`config.mk`:
```
export PLATFORM = sky130hd
export DESIGN_NAME = escaped_frame_decoder
export DESIGN_NICKNAME = d
export VERILOG_FILES = /design/src/rtl/efd_pkg.sv /design/src/rtl/efd_core.sv /design/src/rtl/efd_out_buf.sv /design/src/rtl/escaped_frame_decoder.sv
export VERILOG_INCLUDE_DIRS = /design/src /design/src/rtl
export SDC_FILE = /design/constraint.sdc
export NUM_CORES = 1
export LEC_CHECK = 0
export ABC_AREA = 1
export BUFFER_PORTS_ARGS = -buffer_cell sky130_fd_sc_hd__buf_4
export CAP_MARGIN = 30
export CORE_MARGIN = 1
export CORE_UTILIZATION = 40
export DETAILED_ROUTE_END_ITERATION = 6
export HOLD_SLACK_MARGIN = 0.15
export PLACE_DENSITY_LB_ADDON = 0.12
export SYNTH_ARGS = -nofsm -noshare
export SYNTH_HDL_FRONTEND = slang
export SYNTH_SLANG_ARGS = --single-unit
```
`constraint.sdc`:
```
create_clock -name clock -period 15.7 [get_ports clock]
set_input_delay 3.925 -clock clock [delete_from_list [all_inputs] [get_ports clock]]
set_output_delay 3.925 -clock clock [all_outputs]
set_load 0.05 [all_outputs]
```
`src/rtl/escaped_frame_decoder_assert.svh`:
```
// ----------------------------------------------------------------------------
// escaped_frame_decoder_assert
// Assertion macros shared by the escaped frame decoder RTL.
// ----------------------------------------------------------------------------
`ifndef ESCAPED_FRAME_DECODER_ASSERT_SVH
`define ESCAPED_FRAME_DECODER_ASSERT_SVH

// The condition must hold at every clock edge outside reset.
`define EFD_ASSERT_ALWAYS(label, cond, msg) \
   label: assert property (@(posedge clock) disable iff (reset) (cond)) else $error(msg);

// The consequent must hold in the same cycle as the antecedent.
`define EFD_ASSERT_SAME(label, ante, cons, msg) \
   label: assert property (@(posedge clock) disable iff (reset) (ante) |-> (cons)) \
      else $error(msg);

// The consequent must hold in the cycle after the antecedent.
`define EFD_ASSERT_NEXT(label, ante, cons, msg) \
   label: assert property (@(posedge clock) disable iff (reset) (ante) |=> (cons)) \
      else $error(msg);

`endif

```
`src/rtl/efd_pkg.sv`:
```
// ----------------------------------------------------------------------------
// efd_pkg
// Types and constants shared by the escaped frame decoder modules.
// ----------------------------------------------------------------------------
package efd_pkg;

   localparam int unsigned CSR_IDX_W = 4;
   localparam int unsigned CSR_DATA_W = 8;

   localparam logic [CSR_IDX_W-1:0] CSR_ESCAPE_CODE = 4'd0;
   localparam logic [CSR_IDX_W-1:0] CSR_START_CODE = 4'd1;
   localparam logic [CSR_IDX_W-1:0] CSR_END_CODE = 4'd2;
   localparam logic [CSR_IDX_W-1:0] CSR_TYPE_CODE = 4'd3;

   localparam logic [7:0] RESET_ESCAPE_CODE = 8'd16;
   localparam logic [7:0] RESET_START_CODE = 8'd2;
   localparam logic [7:0] RESET_END_CODE = 8'd3;
   localparam logic [7:0] RESET_TYPE_CODE = 8'd147;

   // The header holds twelve bytes; the count of the last one.
   localparam logic [3:0] HEADER_LAST = 4'd11;

   localparam logic [2:0] KIND_PAYLOAD = 3'd0;
   localparam logic [2:0] KIND_DONE = 3'd1;
   localparam logic [2:0] KIND_PREMATURE_END = 3'd2;
   localparam logic [2:0] KIND_BAD_ESCAPE = 3'd3;
   localparam logic [2:0] KIND_RESTART = 3'd4;

   localparam int unsigned RSP_DATA_W = 120;
   localparam int unsigned RSP_USER_W = 3;

   typedef struct packed {
      logic [7:0] escape_code;
      logic [7:0] start_code;
      logic [7:0] end_code;
      logic [7:0] message_type_code;
   } cfg_type;

   typedef struct packed {
      logic [2:0]  result_kind;
      logic [7:0]  payload_byte;
      logic [7:0]  payload_index;
      logic [7:0]  priority_res;
      logic [23:0] pgn;
      logic [7:0]  destination;
      logic [7:0]  source;
      logic [31:0] time_stamp;
      logic [7:0]  length_field;
      logic [7:0]  data_length;
      logic        checksum_ok;
   } result_type;

endpackage

```
`src/rtl/efd_core.sv`:
```
// ----------------------------------------------------------------------------
// efd_core
// Frame state machine: hunt, header capture, payload un-stuffing, checksum.
// ----------------------------------------------------------------------------
module efd_core (
   input  logic               clock,
   input  logic               reset,
   input  efd_pkg::cfg_type    cfg,
   input  logic               fire,
   input  logic [7:0]         rx_byte,
   output logic               res_valid,
   output efd_pkg::result_type res
);
   import efd_pkg::*;

   typedef enum logic [2:0] {
      PH_HUNT_ESC   = 3'd0,
      PH_HUNT_START = 3'd1,
      PH_HUNT_TYPE  = 3'd2,
      PH_HEADER     = 3'd3,
      PH_PAYLOAD    = 3'd4,
      PH_CHECK      = 3'd5
   } phase_type;

   phase_type   phase_ff, phase_in;
   logic [3:0]  hdr_count_ff, hdr_count_in;
   logic        esc_pend_ff, esc_pend_in;
   logic [7:0]  length_ff, length_in;
   logic [7:0]  priority_ff, priority_in;
   logic [23:0] pgn_ff, pgn_in;
   logic [7:0]  dest_ff, dest_in;
   logic [7:0]  source_ff, source_in;
   logic [31:0] stamp_ff, stamp_in;
   logic [7:0]  data_len_ff, data_len_in;
   logic [7:0]  bytes_ff, bytes_in;
   logic [7:0]  sum_ff, sum_in;

   logic [7:0]  bytes_inc;
   logic        emit;

   assign bytes_inc = bytes_ff + 8'd1;

   always_comb begin
      phase_in     = phase_ff;
      hdr_count_in = hdr_count_ff;
      esc_pend_in  = esc_pend_ff;
      length_in    = length_ff;
      priority_in  = priority_ff;
      pgn_in       = pgn_ff;
      dest_in      = dest_ff;
      source_in    = source_ff;
      stamp_in     = stamp_ff;
      data_len_in  = data_len_ff;
      bytes_in     = bytes_ff;
      sum_in       = sum_ff;
      emit         = 1'b0;

      res_valid         = 1'b0;
      res.result_kind   = KIND_PAYLOAD;
      res.payload_byte  = 8'd0;
      res.payload_index = bytes_ff;
      res.priority_res  = priority_ff;
      res.pgn           = pgn_ff;
      res.destination   = dest_ff;
      res.source        = source_ff;
      res.time_stamp    = stamp_ff;
      res.length_field  = length_ff;
      res.data_length   = data_len_ff;
      res.checksum_ok   = 1'b0;

      if (fire) begin
         unique case (phase_ff)
            PH_HUNT_START: begin
               priority if (rx_byte == cfg.start_code) phase_in = PH_HUNT_TYPE;
               else if (rx_byte == cfg.escape_code) phase_in = PH_HUNT_START;
               else phase_in = PH_HUNT_ESC;
            end
            PH_HUNT_TYPE: begin
               priority if (rx_byte == cfg.message_type_code) begin
                  phase_in     = PH_HEADER;
                  hdr_count_in = 4'd0;
                  esc_pend_in  = 1'b0;
                  bytes_in     = 8'd0;
                  sum_in       = cfg.message_type_code;
               end else if (rx_byte == cfg.escape_code) begin
                  phase_in = PH_HUNT_START;
               end else begin
                  phase_in = PH_HUNT_ESC;
               end
            end
            PH_HEADER: begin
               unique case (hdr_count_ff)
                  4'd0:    length_in = rx_byte;
                  4'd1:    priority_in = rx_byte;
                  4'd2:    pgn_in[7:0] = rx_byte;
                  4'd3:    pgn_in[15:8] = rx_byte;
                  4'd4:    pgn_in[23:16] = rx_byte;
                  4'd5:    dest_in = rx_byte;
                  4'd6:    source_in = rx_byte;
                  4'd7:    stamp_in[7:0] = rx_byte;
                  4'd8:    stamp_in[15:8] = rx_byte;
                  4'd9:    stamp_in[23:16] = rx_byte;
                  4'd10:   stamp_in[31:24] = rx_byte;
                  default: data_len_in = rx_byte;
               endcase
               sum_in = sum_ff + rx_byte;
               if (hdr_count_ff >= HEADER_LAST) begin
                  hdr_count_in = 4'd0;
                  bytes_in     = 8'd0;
                  esc_pend_in  = 1'b0;
                  // The last header byte is the data length itself.
                  phase_in = (rx_byte == 8'd0) ? PH_CHECK : PH_PAYLOAD;
               end else begin
                  hdr_count_in = hdr_count_ff + 4'd1;
               end
            end
            PH_PAYLOAD: begin
               if (!esc_pend_ff) begin
                  if (rx_byte == cfg.escape_code) esc_pend_in = 1'b1;
                  else emit = 1'b1;
               end else begin
                  esc_pend_in = 1'b0;
                  priority if (rx_byte == cfg.escape_code) begin
                     emit = 1'b1;
                  end else if (rx_byte == cfg.end_code) begin
                     phase_in        = PH_HUNT_ESC;
                     res_valid       = 1'b1;
                     res.result_kind = KIND_PREMATURE_END;
                  end else if (rx_byte == cfg.start_code) begin
                     phase_in        = PH_HUNT_TYPE;
                     res_valid       = 1'b1;
                     res.result_kind = KIND_RESTART;
                  end else begin
                     phase_in        = PH_HUNT_ESC;
                     res_valid       = 1'b1;
                     res.result_kind = KIND_BAD_ESCAPE;
                  end
               end
            end
            PH_CHECK: begin
               phase_in        = PH_HUNT_ESC;
               res_valid       = 1'b1;
               res.result_kind = KIND_DONE;
               res.checksum_ok = (rx_byte == (8'd0 - sum_ff));
            end
            default: begin
               phase_in = (rx_byte == cfg.escape_code) ? PH_HUNT_START : PH_HUNT_ESC;
            end
         endcase

         if (emit) begin
            res_valid        = 1'b1;
            res.payload_byte = rx_byte;
            sum_in           = sum_ff + rx_byte;
            bytes_in         = bytes_inc;
            if (bytes_inc == data_len_ff) phase_in = PH_CHECK;
         end
      end
   end

   always_ff @(posedge clock) begin
      if (reset) begin
         phase_ff     <= PH_HUNT_ESC;
         hdr_count_ff <= 4'd0;
         esc_pend_ff  <= 1'b0;
         length_ff    <= 8'd0;
         priority_ff  <= 8'd0;
         pgn_ff       <= 24'd0;
         dest_ff      <= 8'd0;
         source_ff    <= 8'd0;
         stamp_ff     <= 32'd0;
         data_len_ff  <= 8'd0;
         bytes_ff     <= 8'd0;
         sum_ff       <= 8'd0;
      end else begin
         phase_ff     <= phase_in;
         hdr_count_ff <= hdr_count_in;
         esc_pend_ff  <= esc_pend_in;
         length_ff    <= length_in;
         priority_ff  <= priority_in;
         pgn_ff       <= pgn_in;
         dest_ff      <= dest_in;
         source_ff    <= source_in;
         stamp_ff     <= stamp_in;
         data_len_ff  <= data_len_in;
         bytes_ff     <= bytes_in;
         sum_ff       <= sum_in;
      end
   end

endmodule

```
`src/rtl/efd_out_buf.sv`:
```
// ----------------------------------------------------------------------------
// efd_out_buf
// Result register with a skid entry, so the decoder keeps taking bytes
// while a finished result waits for the consumer.
// ----------------------------------------------------------------------------
module efd_out_buf (
   input  logic               clock,
   input  logic               reset,
   input  logic               push,
   input  efd_pkg::result_type push_data,
   output logic               ready,
   output logic               out_valid,
   input  logic               out_ready,
   output efd_pkg::result_type out_data
);
   import efd_pkg::*;

   logic       out_valid_ff, out_valid_in;
   logic       skid_valid_ff, skid_valid_in;
   result_type out_data_ff, out_data_in;
   result_type skid_data_ff, skid_data_in;
   logic       pop;

   assign pop       = out_valid_ff && out_ready;
   assign ready     = !skid_valid_ff;
   assign out_valid = out_valid_ff;
   assign out_data  = out_data_ff;

   always_comb begin
      out_valid_in  = out_valid_ff;
      skid_valid_in = skid_valid_ff;
      out_data_in   = out_data_ff;
      skid_data_in  = skid_data_ff;
      if (!out_valid_ff || pop) begin
         if (skid_valid_ff) begin
            out_data_in   = skid_data_ff;
            out_valid_in  = 1'b1;
            skid_valid_in = 1'b0;
         end else begin
            out_data_in  = push_data;
            out_valid_in = push;
         end
      end else if (push) begin
         skid_data_in  = push_data;
         skid_valid_in = 1'b1;
      end
   end

   always_ff @(posedge clock) begin
      if (reset) begin
         out_valid_ff  <= 1'b0;
         skid_valid_ff <= 1'b0;
      end else begin
         out_valid_ff  <= out_valid_in;
         skid_valid_ff <= skid_valid_in;
      end
      out_data_ff  <= out_data_in;
      skid_data_ff <= skid_data_in;
   end

endmodule

```
`src/rtl/escaped_frame_decoder.sv`:
```
// ----------------------------------------------------------------------------
// escaped_frame_decoder
// Decodes an escape-stuffed frame stream one received byte at a time.
// ----------------------------------------------------------------------------
// Channel   Direction  Content
// req_*     in         one received byte per transaction
// rsp_*     out        payload byte, message done or error report
// csr_*     in         write-only code registers
//
// One byte per cycle is sustained while the skid entry is empty; a byte's
// result passes the input register and the frame state machine and is
// registered in the result register or skid entry. Reset is synchronous and
// restores the default codes and the hunt. A stalled result port fills the
// result register and its skid entry; once the input register also holds a
// byte, req_tready drops until the consumer takes a result.
// ----------------------------------------------------------------------------
`include "escaped_frame_decoder_assert.svh"

module escaped_frame_decoder (
   input  logic                          clock,
   input  logic                          reset,
   input  logic                          req_tvalid,
   output logic                          req_tready,
   input  logic [7:0]                    req_tdata,  // [7:0] rx_byte
   output logic                          rsp_tvalid,
   input  logic                          rsp_tready,
   // [7:0] payload_byte, [15:8] payload_index, [23:16] priority_res,
   // [47:24] pgn, [55:48] destination, [63:56] source, [95:64] time_stamp,
   // [103:96] length_field, [111:104] data_length, [112] checksum_ok
   output logic [efd_pkg::RSP_DATA_W-1:0] rsp_tdata,
   output logic [efd_pkg::RSP_USER_W-1:0] rsp_tuser,  // [2:0] result_kind
   input  logic                          csr_we,
   input  logic [efd_pkg::CSR_IDX_W-1:0] csr_index,
   input  logic [efd_pkg::CSR_DATA_W-1:0] csr_wdata
);
   import efd_pkg::*;

   cfg_type    cfg_ff, cfg_in;
   logic       in_valid_ff, in_valid_in;
   logic [7:0] in_byte_ff, in_byte_in;
   logic       buf_ready;
   logic       core_fire;
   logic       res_valid;
   result_type res;
   result_type rsp;
   logic       rsp_done;

   always_comb begin
      cfg_in = cfg_ff;
      if (csr_we) begin
         unique case (csr_index)
            CSR_ESCAPE_CODE: cfg_in.escape_code = csr_wdata;
            CSR_START_CODE:  cfg_in.start_code = csr_wdata;
            CSR_END_CODE:    cfg_in.end_code = csr_wdata;
            CSR_TYPE_CODE:   cfg_in.message_type_code = csr_wdata;
            default:         cfg_in = cfg_ff;
         endcase
      end
   end

   assign core_fire  = in_valid_ff && buf_ready;
   assign req_tready = !in_valid_ff || buf_ready;

   always_comb begin
      in_valid_in = in_valid_ff;
      in_byte_in  = in_byte_ff;
      if (req_tvalid && req_tready) begin
         in_valid_in = 1'b1;
         in_byte_in  = req_tdata;
      end else if (core_fire) begin
         in_valid_in = 1'b0;
      end
   end

   always_ff @(posedge clock) begin
      if (reset) begin
         cfg_ff.escape_code       <= RESET_ESCAPE_CODE;
         cfg_ff.start_code        <= RESET_START_CODE;
         cfg_ff.end_code          <= RESET_END_CODE;
         cfg_ff.message_type_code <= RESET_TYPE_CODE;
         in_valid_ff              <= 1'b0;
      end else begin
         cfg_ff      <= cfg_in;
         in_valid_ff <= in_valid_in;
      end
      in_byte_ff <= in_byte_in;
   end

   efd_core u_core (
      .clock     (clock),
      .reset     (reset),
      .cfg       (cfg_ff),
      .fire      (core_fire),
      .rx_byte   (in_byte_ff),
      .res_valid (res_valid),
      .res       (res)
   );

   efd_out_buf u_out_buf (
      .clock     (clock),
      .reset     (reset),
      .push      (res_valid),
      .push_data (res),
      .ready     (buf_ready),
      .out_valid (rsp_tvalid),
      .out_ready (rsp_tready),
      .out_data  (rsp)
   );

   assign rsp_tuser = rsp.result_kind;
   assign rsp_tdata = {7'd0, rsp.checksum_ok, rsp.data_length, rsp.length_field,
                       rsp.time_stamp, rsp.source, rsp.destination, rsp.pgn,
                       rsp.priority_res, rsp.payload_index, rsp.payload_byte};
   assign rsp_done  = (rsp.result_kind == KIND_DONE);

   // A good checksum is only ever reported with a message-done result.
   `EFD_ASSERT_SAME(a_ok_done, rsp_tvalid && rsp.checksum_ok, rsp_done, "checksum_ok off done")

   // An accepted byte must be waiting in the input register next cycle.
   `EFD_ASSERT_NEXT(a_in_captured, req_tvalid && req_tready, in_valid_ff, "accepted byte lost")

   // A byte in the input register that is not decoded stays put.
   `EFD_ASSERT_NEXT(a_in_held, in_valid_ff && !core_fire, in_valid_ff, "byte dropped")
   `EFD_ASSERT_NEXT(a_byte_held, in_valid_ff && !core_fire, $stable(in_byte_ff), "byte changed")

endmodule
```
==> impl_metrics.yaml, run 1 <==
outcome:
  status: "finished, final reports clean"
final_layout:
  drive_above_1_share_pct: 15.1
  fin_cells: 2263
  mostFrequentLayoutCell: "nand2_1"
  antenna_cells: 0
  final_nets: 1753
  synthToLayoutAreaGrowth_pct: 18.2
  final_cell_mix: "nand2_1 (441), edfxtp_1 (240), dfxtp_1 (154), buf_4 (154), o21ai_0 (153)"
pwr:
  leakagePower_uw: 0.00801
  vdd_drop_max_mv: 0.0792
  p_total_uw: 2230
  p_per_area_mw_per_mm2: 119
grt:
  grt_usage_pct: 18.6
  grt_max_degree: 98
  overflow: 0
  antenna_found_initial: 0
  grt_pass1_vias: 10600
  grt_pass1_wl_mm: 59.2
route:
  drt_wl_total_mm: 37.2
  wl_per_cell_um: 16.5
  drc: 0
  drt-initial-drc-count: 735
  ant_nets: 0
  drt_pre_antenna_iters: 5
  vias_per_cell: 4.84
  vias: 10900
sta:
  fin_worst_skew_ns: 0.0104
  tns_ns: 0
  fin_ws_ns: 9.32
  rsz0062_at_grt: "no"
  setup_violations: 0
  max_slew_margin_pct: 37.1
  hold_viol: 0
  whs_ns: 0.429
  drv_slew: 0
  fin_crit_ns: 6.38
  max_freq_mhz: 157
  period_share_pct: 40.6
  tightestPinTransition_ns: 0.944
clock_network:
  clk_path_buf_depth: 3
  cts.sink_count: 395
  postCtsSetupRepairBufs: 0
  clk_pin_slew_ns: 0.06
  cts_tree: "done"
  insertion_delay_ns: 0.56
  post_cts_resized: 0
  htreeDepth: 2
  cts_buffers: 43
  ctsHoldBuffers: 0
  clock-root-buffer: "clkbuf_16"
critical_path:
  slowest_stage: "buf_4"
  crit_arrival_ns: 6.56
  start_kind: "input pin"
  crit_required_ns: 15.88
  worst-setup-path-type: "in -> reg"
  slowest_delay_ns: 0.76
  path_cells: "buf_4 > inv_1 > nand2_4 > nor2_4 > buf_4 > buf_4"
  r2r_cells: 11
  worstSetupEndpointType: "flop"
  crit_path_max_fanout: 58
  r2r-start: "in_byte_ff[1]"
  crit_path_frequent_cell: "buf_4"
  timing.rr.end: "u_out_buf.skid_data_ff[62]"
  regToRegSetupSlack_ns: 11.26
floorplanning:
  rows: 72
  coreArea_mm2: 0.0389
  dieArea_mm2: 0.0405
  die_h_um: 201
  ios: 150
  die_w_um: 201
  initial_core_util_pct: 40.8
yosys:
  synth_cell_types: 41
  synth-edff-count: 240
  yosys-top-cells-area: "edfxtp_1 (45%), dfxtp_1 (20%), nand2_1 (10%), o21ai_0 (4.8%), a21oi_1 (4.2%)"
  yosysSeqAreaShare_pct: 65.0
  synth-seq-cells: 395
  ys_warn_count: 0
  async_reset_ff_share_pct: 0
  syn_area_per_cell_um2: 9.97
  synth_largest_area_cell: "edfxtp_1"
  synth_ff_type: "edfxtp_1"
  synthCells: 1591
  syn-cell-area_mm2: 0.0159
  synth_top_area_share_pct: 45.4
placement:
  dp_slack_ns: 8.66
  dpl.cell_count: 2185
  place_congestion: 0.848
  dp_hpwl_mm: 23.4
  portBuffers: 142
worst_hold_path:
  hold_path.class: "reg -> reg"
  hp-start: "u_core.stamp_ff[5]"
  whs_endpoint: "u_out_buf.skid_data_ff[22]"
  hold_depth: 0
run:
  max-cap-violations: 0
## per-layer routing
metal  GRT usage, %  up-vias  part of all wire (%)
li1               -     5567                     -
met4           5.21        0                   2.0
met5              0        -                     0
met1           25.4     5121                    47
met2           30.2      213                    47
met3           3.66       48                   4.0
## critical path, delay by kind of cell
family,cells,cell delay [ns]
buffers and inverters,4,1.58
AND/OR/NAND/NOR,2,1.01
## synth_stat cells, types with 19 or more instances
master and number:
inv_1 86, nor2_1 110, clkbuf_1 46, nand2_1 442, dfxtp_1 155, inv_2 19
nand3_1 37, edfxtp_1 240, xnor2_1 20, o21ai_0 153, a21oi_1 134, buf_2 21
## sequential cells by signal, indices dropped and copies added (netlist names), 24 cells and up
register                flops
u_core.pgn_ff              24
u_out_buf.skid_data_ff    116
cfg_ff                     32
u_core.stamp_ff            32
u_out_buf.out_data        116
## metrics by stage
stage,util (%),instance area [um^2]
global route,48.2,18800
floorplan,-,15900
finish,48.2,18800
detailed placement,44.5,17300
CTS,48.2,18800
global placement,44.5,17300
## worst max-delay path by stage
stage / startpoint / end / slack (ns)
3_3_place_gp: rsp_tready / u_out_buf.skid_data_ff[63] / 8.69
4_1_cts: rsp_tready / u_out_buf.skid_data_ff[62] / 9.24
2_1_floorplan: rsp_tready / u_out_buf.skid_data_ff[0] / 3.34
3_5_place_dp: rsp_tready / u_out_buf.skid_data_ff[63] / 8.66
6_report: rsp_tready / u_out_buf.skid_data_ff[62] / 9.32
5_1_grt: rsp_tready / u_out_buf.skid_data_ff[64] / 9.08
## power by group
part | total (uW) | internal, uW | switching, uW
clock | 1020 | 616 | 409
sequential | 1110 | 1100 | 11.5
combinational | 98.7 | 29.1 | 69.6
## cells by family (layout without fill, tap and decap cells)
| kind of cell | count (synthesis) | in the layout | synth area share [%] |
|---|---|---|---|
| and+or+nand+nor | 635 | 635 | 16.3 |
| DFF | 395 | 395 | 65.0 |
| AOI/OAI and AO/OA | 316 | 316 | 10.3 |
| buffers and inverters | 190 | 338 | 4.99 |
| xor gates and xnor gates | 38 | 38 | 2.10 |
| adders and majority gates | 16 | 16 | 1.31 |
| other | 1 | 7 | 0.0236 |
## cell type report
type                    count  area [um^2]
clock inverters            24          265
inverters                 106          398
clock buffers              54         1180
multi-input cells        1012         4800
well taps                 518          648
repair buffers            154         1160
flip-flops and latches    395        10300
fillers                  3687        20200
Note: power is estimated with default switching activity, not from simulation.
==> run 2: changes to the inputs <==
==> constraint.sdc (replaced) <==
create_clock -name clock -period 5.85 [get_ports clock]
set_input_delay 1.4625 -clock clock [delete_from_list [all_inputs] [get_ports clock]]
set_output_delay 1.4625 -clock clock [all_outputs]
set_load 0.05 [all_outputs]
==> impl_metrics.yaml, run 2 (synthesized netlist as in run 1, its figures left out) <==
final_layout:
  final_nets: 1748
  fin_area_mm2: 0.0186
  utilization_pct: 47.8
  final_cell_mix: "nand2_1 (441), edfxtp_1 (240), dfxtp_1 (154)"
  drive_above_1_share_pct: 14.6
  synthToLayoutAreaGrowth_pct: 17.4
  multi_input_area_mm2: 0.00480
  mostFrequentLayoutCell: "nand2_1"
  fill_cells: 3712
  fin_cells: 2259
  antenna_cells: 0
  ff_latch_area_mm2: 0.0103
sta:
  fin_worst_skew_ns: 0.0190
  max_slew_margin_pct: 38.0
  max_freq_mhz: 276
  fin_ws_ns: 2.22
  tightestPinTransition_ns: 0.930
  rsz0062_at_grt: "no"
  hold_viol: 0
  period_share_pct: 62.0
  tns_ns: 0
  fin_crit_ns: 3.63
  drv_slew: 0
  setup_violations: 0
route:
  ant_nets: 0
  drc: 0
  drt-initial-drc-count: 748
  vias_per_cell: 4.87
  vias: 11000
  drt_pre_antenna_iters: 5
  drt_wl_total_mm: 37.3
  wl_per_cell_um: 16.5
pwr:
  vdd_drop_max_mv: 0.165
  leakagePower_uw: 0.00793
  p_per_area_mw_per_mm2: 310
clock_network:
  htreeDepth: 2
  insertion_delay_ns: 0.56
  clk_path_buf_depth: 3
  ctsHoldBuffers: 0
  clk_pin_slew_ns: 0.06
  post_cts_resized: 0
  postCtsSetupRepairBufs: 0
  cts_tree: "done"
  cts_buffers: 42
  cts.sink_count: 395
  clock-root-buffer: "clkbuf_16"
floorplanning:
  coreArea_mm2: 0.0389
  die_w_um: 201
  die_h_um: 201
  dieArea_mm2: 0.0405
  initial_core_util_pct: 40.8
  rows: 72
  ios: 150
critical_path:
  crit_arrival_ns: 3.84
  start_kind: "flop"
  slowest_delay_ns: 0.72
  crit_path_frequent_cell: "nand2_1"
  crit_path_max_fanout: 62
  slowest_stage: "nor2_4"
  path_cells: "inv_1 > nand2_1 > nand2_1 > nand2_1 > nor2_1 > nand2_1 > ha_1 > o31ai_1 > nor2_4 > buf_12"
  regToRegSetupSlack_ns: 2.22
  worst-setup-path-type: "reg -> reg"
  worstSetupEndpointType: "flop"
  critPathTopFamily: "simple AND/OR/NAND/NOR gates"
  critPathBufInv: 2
  crit_required_ns: 6.06
placement:
  place_congestion: 0.820
  dpl.cell_count: 2181
  place_area_mm2: 0.0173
  dp_slack_ns: 1.94
  portBuffers: 142
  dp_hpwl_mm: 24.2
grt:
  grt_usage_pct: 18.6
  grt_pass1_wl_mm: 59.2
  overflow: 0
  antenna_found_initial: 0
  grt_max_degree: 89
  grt_pass1_vias: 10500
outcome:
  status: "finished, final reports clean"
worst_hold_path:
  hold_path.class: "reg -> reg"
run:
  max-cap-violations: 0
==> run 2: cell count changes in the layout (fill, tap and decap cells not counted), moves of 2 or more <==
cell | previous run | this run
clkinv_2 | 11 | 8
clkinv_1 | 6 | 4
clkbuf_1 | 6 | 13
inv_6 | 1 | 3
buf_4 | 154 | 149
bufinv_16 | 5 | 1
==> run 2: where the power goes <==
group          internal (uW)  leakage (uW)  switching, uW
Combinational           74.9       0.00340            178
Sequential              2950       0.00388           33.5
Clock                   1460      0.000649           1080
Total                   4480       0.00793           1300
==> run 2: cell type report <==
type,count,share of cell area [%]
Tap cell,518,3.48
Clock buffer,60,6.34
Sequential cell,395,55.4
Clock inverter,18,0.753
Timing Repair Buffer,150,6.11
Multi-Input combinational cell,1012,25.8
Inverter,106,2.14
==> run 2: worst paths after layout <==
kind | from | endpoint | depth (start not counted)
max | in_byte_ff[6] | u_out_buf.skid_data_ff[0] | 10
min | u_core.stamp_ff[1] | u_out_buf.skid_data_ff[18] | 0
max reg2reg | in_byte_ff[6] | u_out_buf.skid_data_ff[0] | 10
min reg2reg | u_core.stamp_ff[1] | u_out_buf.skid_data_ff[18] | 0
==> run 2: metrics by stage <==
| step | power [uW] | hold WS, ns |
|---|---|---|
| after global routing | 5980 | 0.425 |
| after floorplan | 3210 | 0.403 |
| after global placement | 3290 | 0.409 |
| final | 5780 | 0.428 |
| after detailed placement | 3300 | 0.415 |
| after CTS | 5860 | 0.425 |
==> run 2: per-layer routing <==
layer	share of wire (%)	vias up	track usage, %
met5	0	-	0
met4	2.0	0	5.73
met3	3.9	49	2.95
met2	47	213	30.1
met1	47	5164	25.7
li1	-	5566	-
==> run 3: changes to the inputs <==
==> constraint.sdc (replaced) <==
create_clock -name clock -period 3.51 [get_ports clock]
set_input_delay 0.8775 -clock clock [delete_from_list [all_inputs] [get_ports clock]]
set_output_delay 0.8775 -clock clock [all_outputs]
set_load 0.05 [all_outputs]
==> impl_metrics.yaml, run 3 (synthesized netlist as in run 1, its figures left out) <==
floorplanning:
  coreArea_mm2: 0.0389
  rows: 72
  initial_core_util_pct: 40.8
  die_h_um: 201
  ios: 150
  die_w_um: 201
  dieArea_mm2: 0.0405
sta:
  period_share_pct: 79.3
  hold_viol: 0
  fin_crit_ns: 2.78
  fin_worst_skew_ns: 0.0215
  max_freq_mhz: 359
  rsz0062_at_grt: "no"
  max_slew_margin_pct: 41.8
  tns_ns: 0
  tightestPinTransition_ns: 0.869
  setup_violations: 0
  drv_slew: 0
critical_path:
  crit_arrival_ns: 3.29
  crit_required_ns: 4.01
  crit_path_max_fanout: 19
  worstSetupEndpointType: "flop"
  start_kind: "flop"
  worst-setup-path-type: "reg -> reg"
clock_network:
  cts_tree: "done"
  cts_buffers: 43
  clk_pin_slew_ns: 0.06
  clock-root-buffer: "clkbuf_16"
  ctsHoldBuffers: 0
  insertion_delay_ns: 0.57
  clk_path_buf_depth: 3
  htreeDepth: 2
  post_cts_resized: 0
  postCtsSetupRepairBufs: 0
  cts.sink_count: 395
grt:
  overflow: 0
  grt_max_degree: 84
  antenna_found_initial: 0
  grt_pass1_wl_mm: 60.9
  grt_usage_pct: 19.4
  grt_pass1_vias: 10700
route:
  drt-initial-drc-count: 817
  drt_wl_total_mm: 38.8
  wl_per_cell_um: 17.0
  drt_pre_antenna_iters: 7
  drc: 0
  vias_per_cell: 4.95
  vias: 11300
  ant_nets: 0
placement:
  place_congestion: 0.872
  portBuffers: 142
  dp_hpwl_mm: 25.2
  place_area_mm2: 0.0175
run:
  max-cap-violations: 0
final_layout:
  final_nets: 1767
  mostFrequentLayoutCell: "nand2_1"
  utilization_pct: 48.5
  final_cell_mix: "nand2_1 (441), edfxtp_1 (240), buf_4 (163)"
  synthToLayoutAreaGrowth_pct: 18.8
  antenna_cells: 0
  drive_above_1_share_pct: 15.5
  fin_area_mm2: 0.0189
worst_hold_path:
  hold_path.class: "reg -> reg"
outcome:
  status: "finished, final reports clean"
pwr:
  leakagePower_uw: 0.00804
  vdd_drop_max_mv: 0.302
  p_per_area_mw_per_mm2: 518
-- run 3: cell count changes in the layout (fill, tap and decap cells not counted), sizes merged --
| cell | before | now |
|---|---|---|
| clkinv | 14 | 15 |
| bufinv | 1 | 2 |
| clkbuf | 60 | 61 |
| buf | 150 | 168 |
| inv | 108 | 107 |
-- run 3: layout make-up --
class | instances | area, um^2
multi-input combinational | 1012 | 4810
clock inverter | 19 | 148
timing repair buffer | 168 | 1330
fill | 3638 | 20100
clock buffer | 61 | 1200
tap | 518 | 648
sequential | 395 | 10300
inverter | 106 | 402
-- run 3: critical path: stages (launching register included) --
cell,delay [ns]
edfxtp_1,0.56
xnor2_1,0.22
nand2_1,0.07
nor2_1,0.11
nand2_1,0.15
ha_1,0.38
nand2_4,0.25
nand2_1,0.34
inv_1,0.27
nand2_1,0.07
o21ai_0,0.06
o21ai_0,0.10
a21oi_1,0.14
-- run 3: path summary, 6_finish.rpt --
path	start	to	slack (ns)	cells after the start
max	in_byte_ff[3]	u_core.sum_ff[1]	0.73	12
min	u_core.stamp_ff[2]	u_out_buf.skid_data_ff[19]	0.43	0
max reg2reg	in_byte_ff[3]	u_core.sum_ff[1]	0.73	12
min reg2reg	u_core.stamp_ff[2]	u_out_buf.skid_data_ff[19]	0.43	0
-- run 3: where the power goes --
group          total, uW  internal [uW]  switching [uW]
clock network       4340           2540            1800
logic                478            142             335
registers           4950           4910            36.4
-- run 3: routing by layer --
metal / up-vias / global-route usage [%] / wire (um)
li1: 5596 / - / -
met1: 5357 / 26.1 / 17500
met2: 263 / 31.5 / 18500
met3: 54 / 2.75 / 1830
met4: 0 / 7.61 / 1020
met5: - / 0 / 0
-- run 3: metrics by stage --
stage | worst slack, ns | instances | total power (uW) | hold WS (ns)
after floorplan | -0.144 | 1597 | 5350 | 0.403
after global routing | 0.407 | 2279 | 10100 | 0.435
after global placement | 0.275 | 2196 | 5520 | 0.409
after detailed placement | 0.753 | 2198 | 5530 | 0.413
after CTS | 0.741 | 2278 | 9870 | 0.429
final | 0.728 | 2279 | 9770 | 0.426
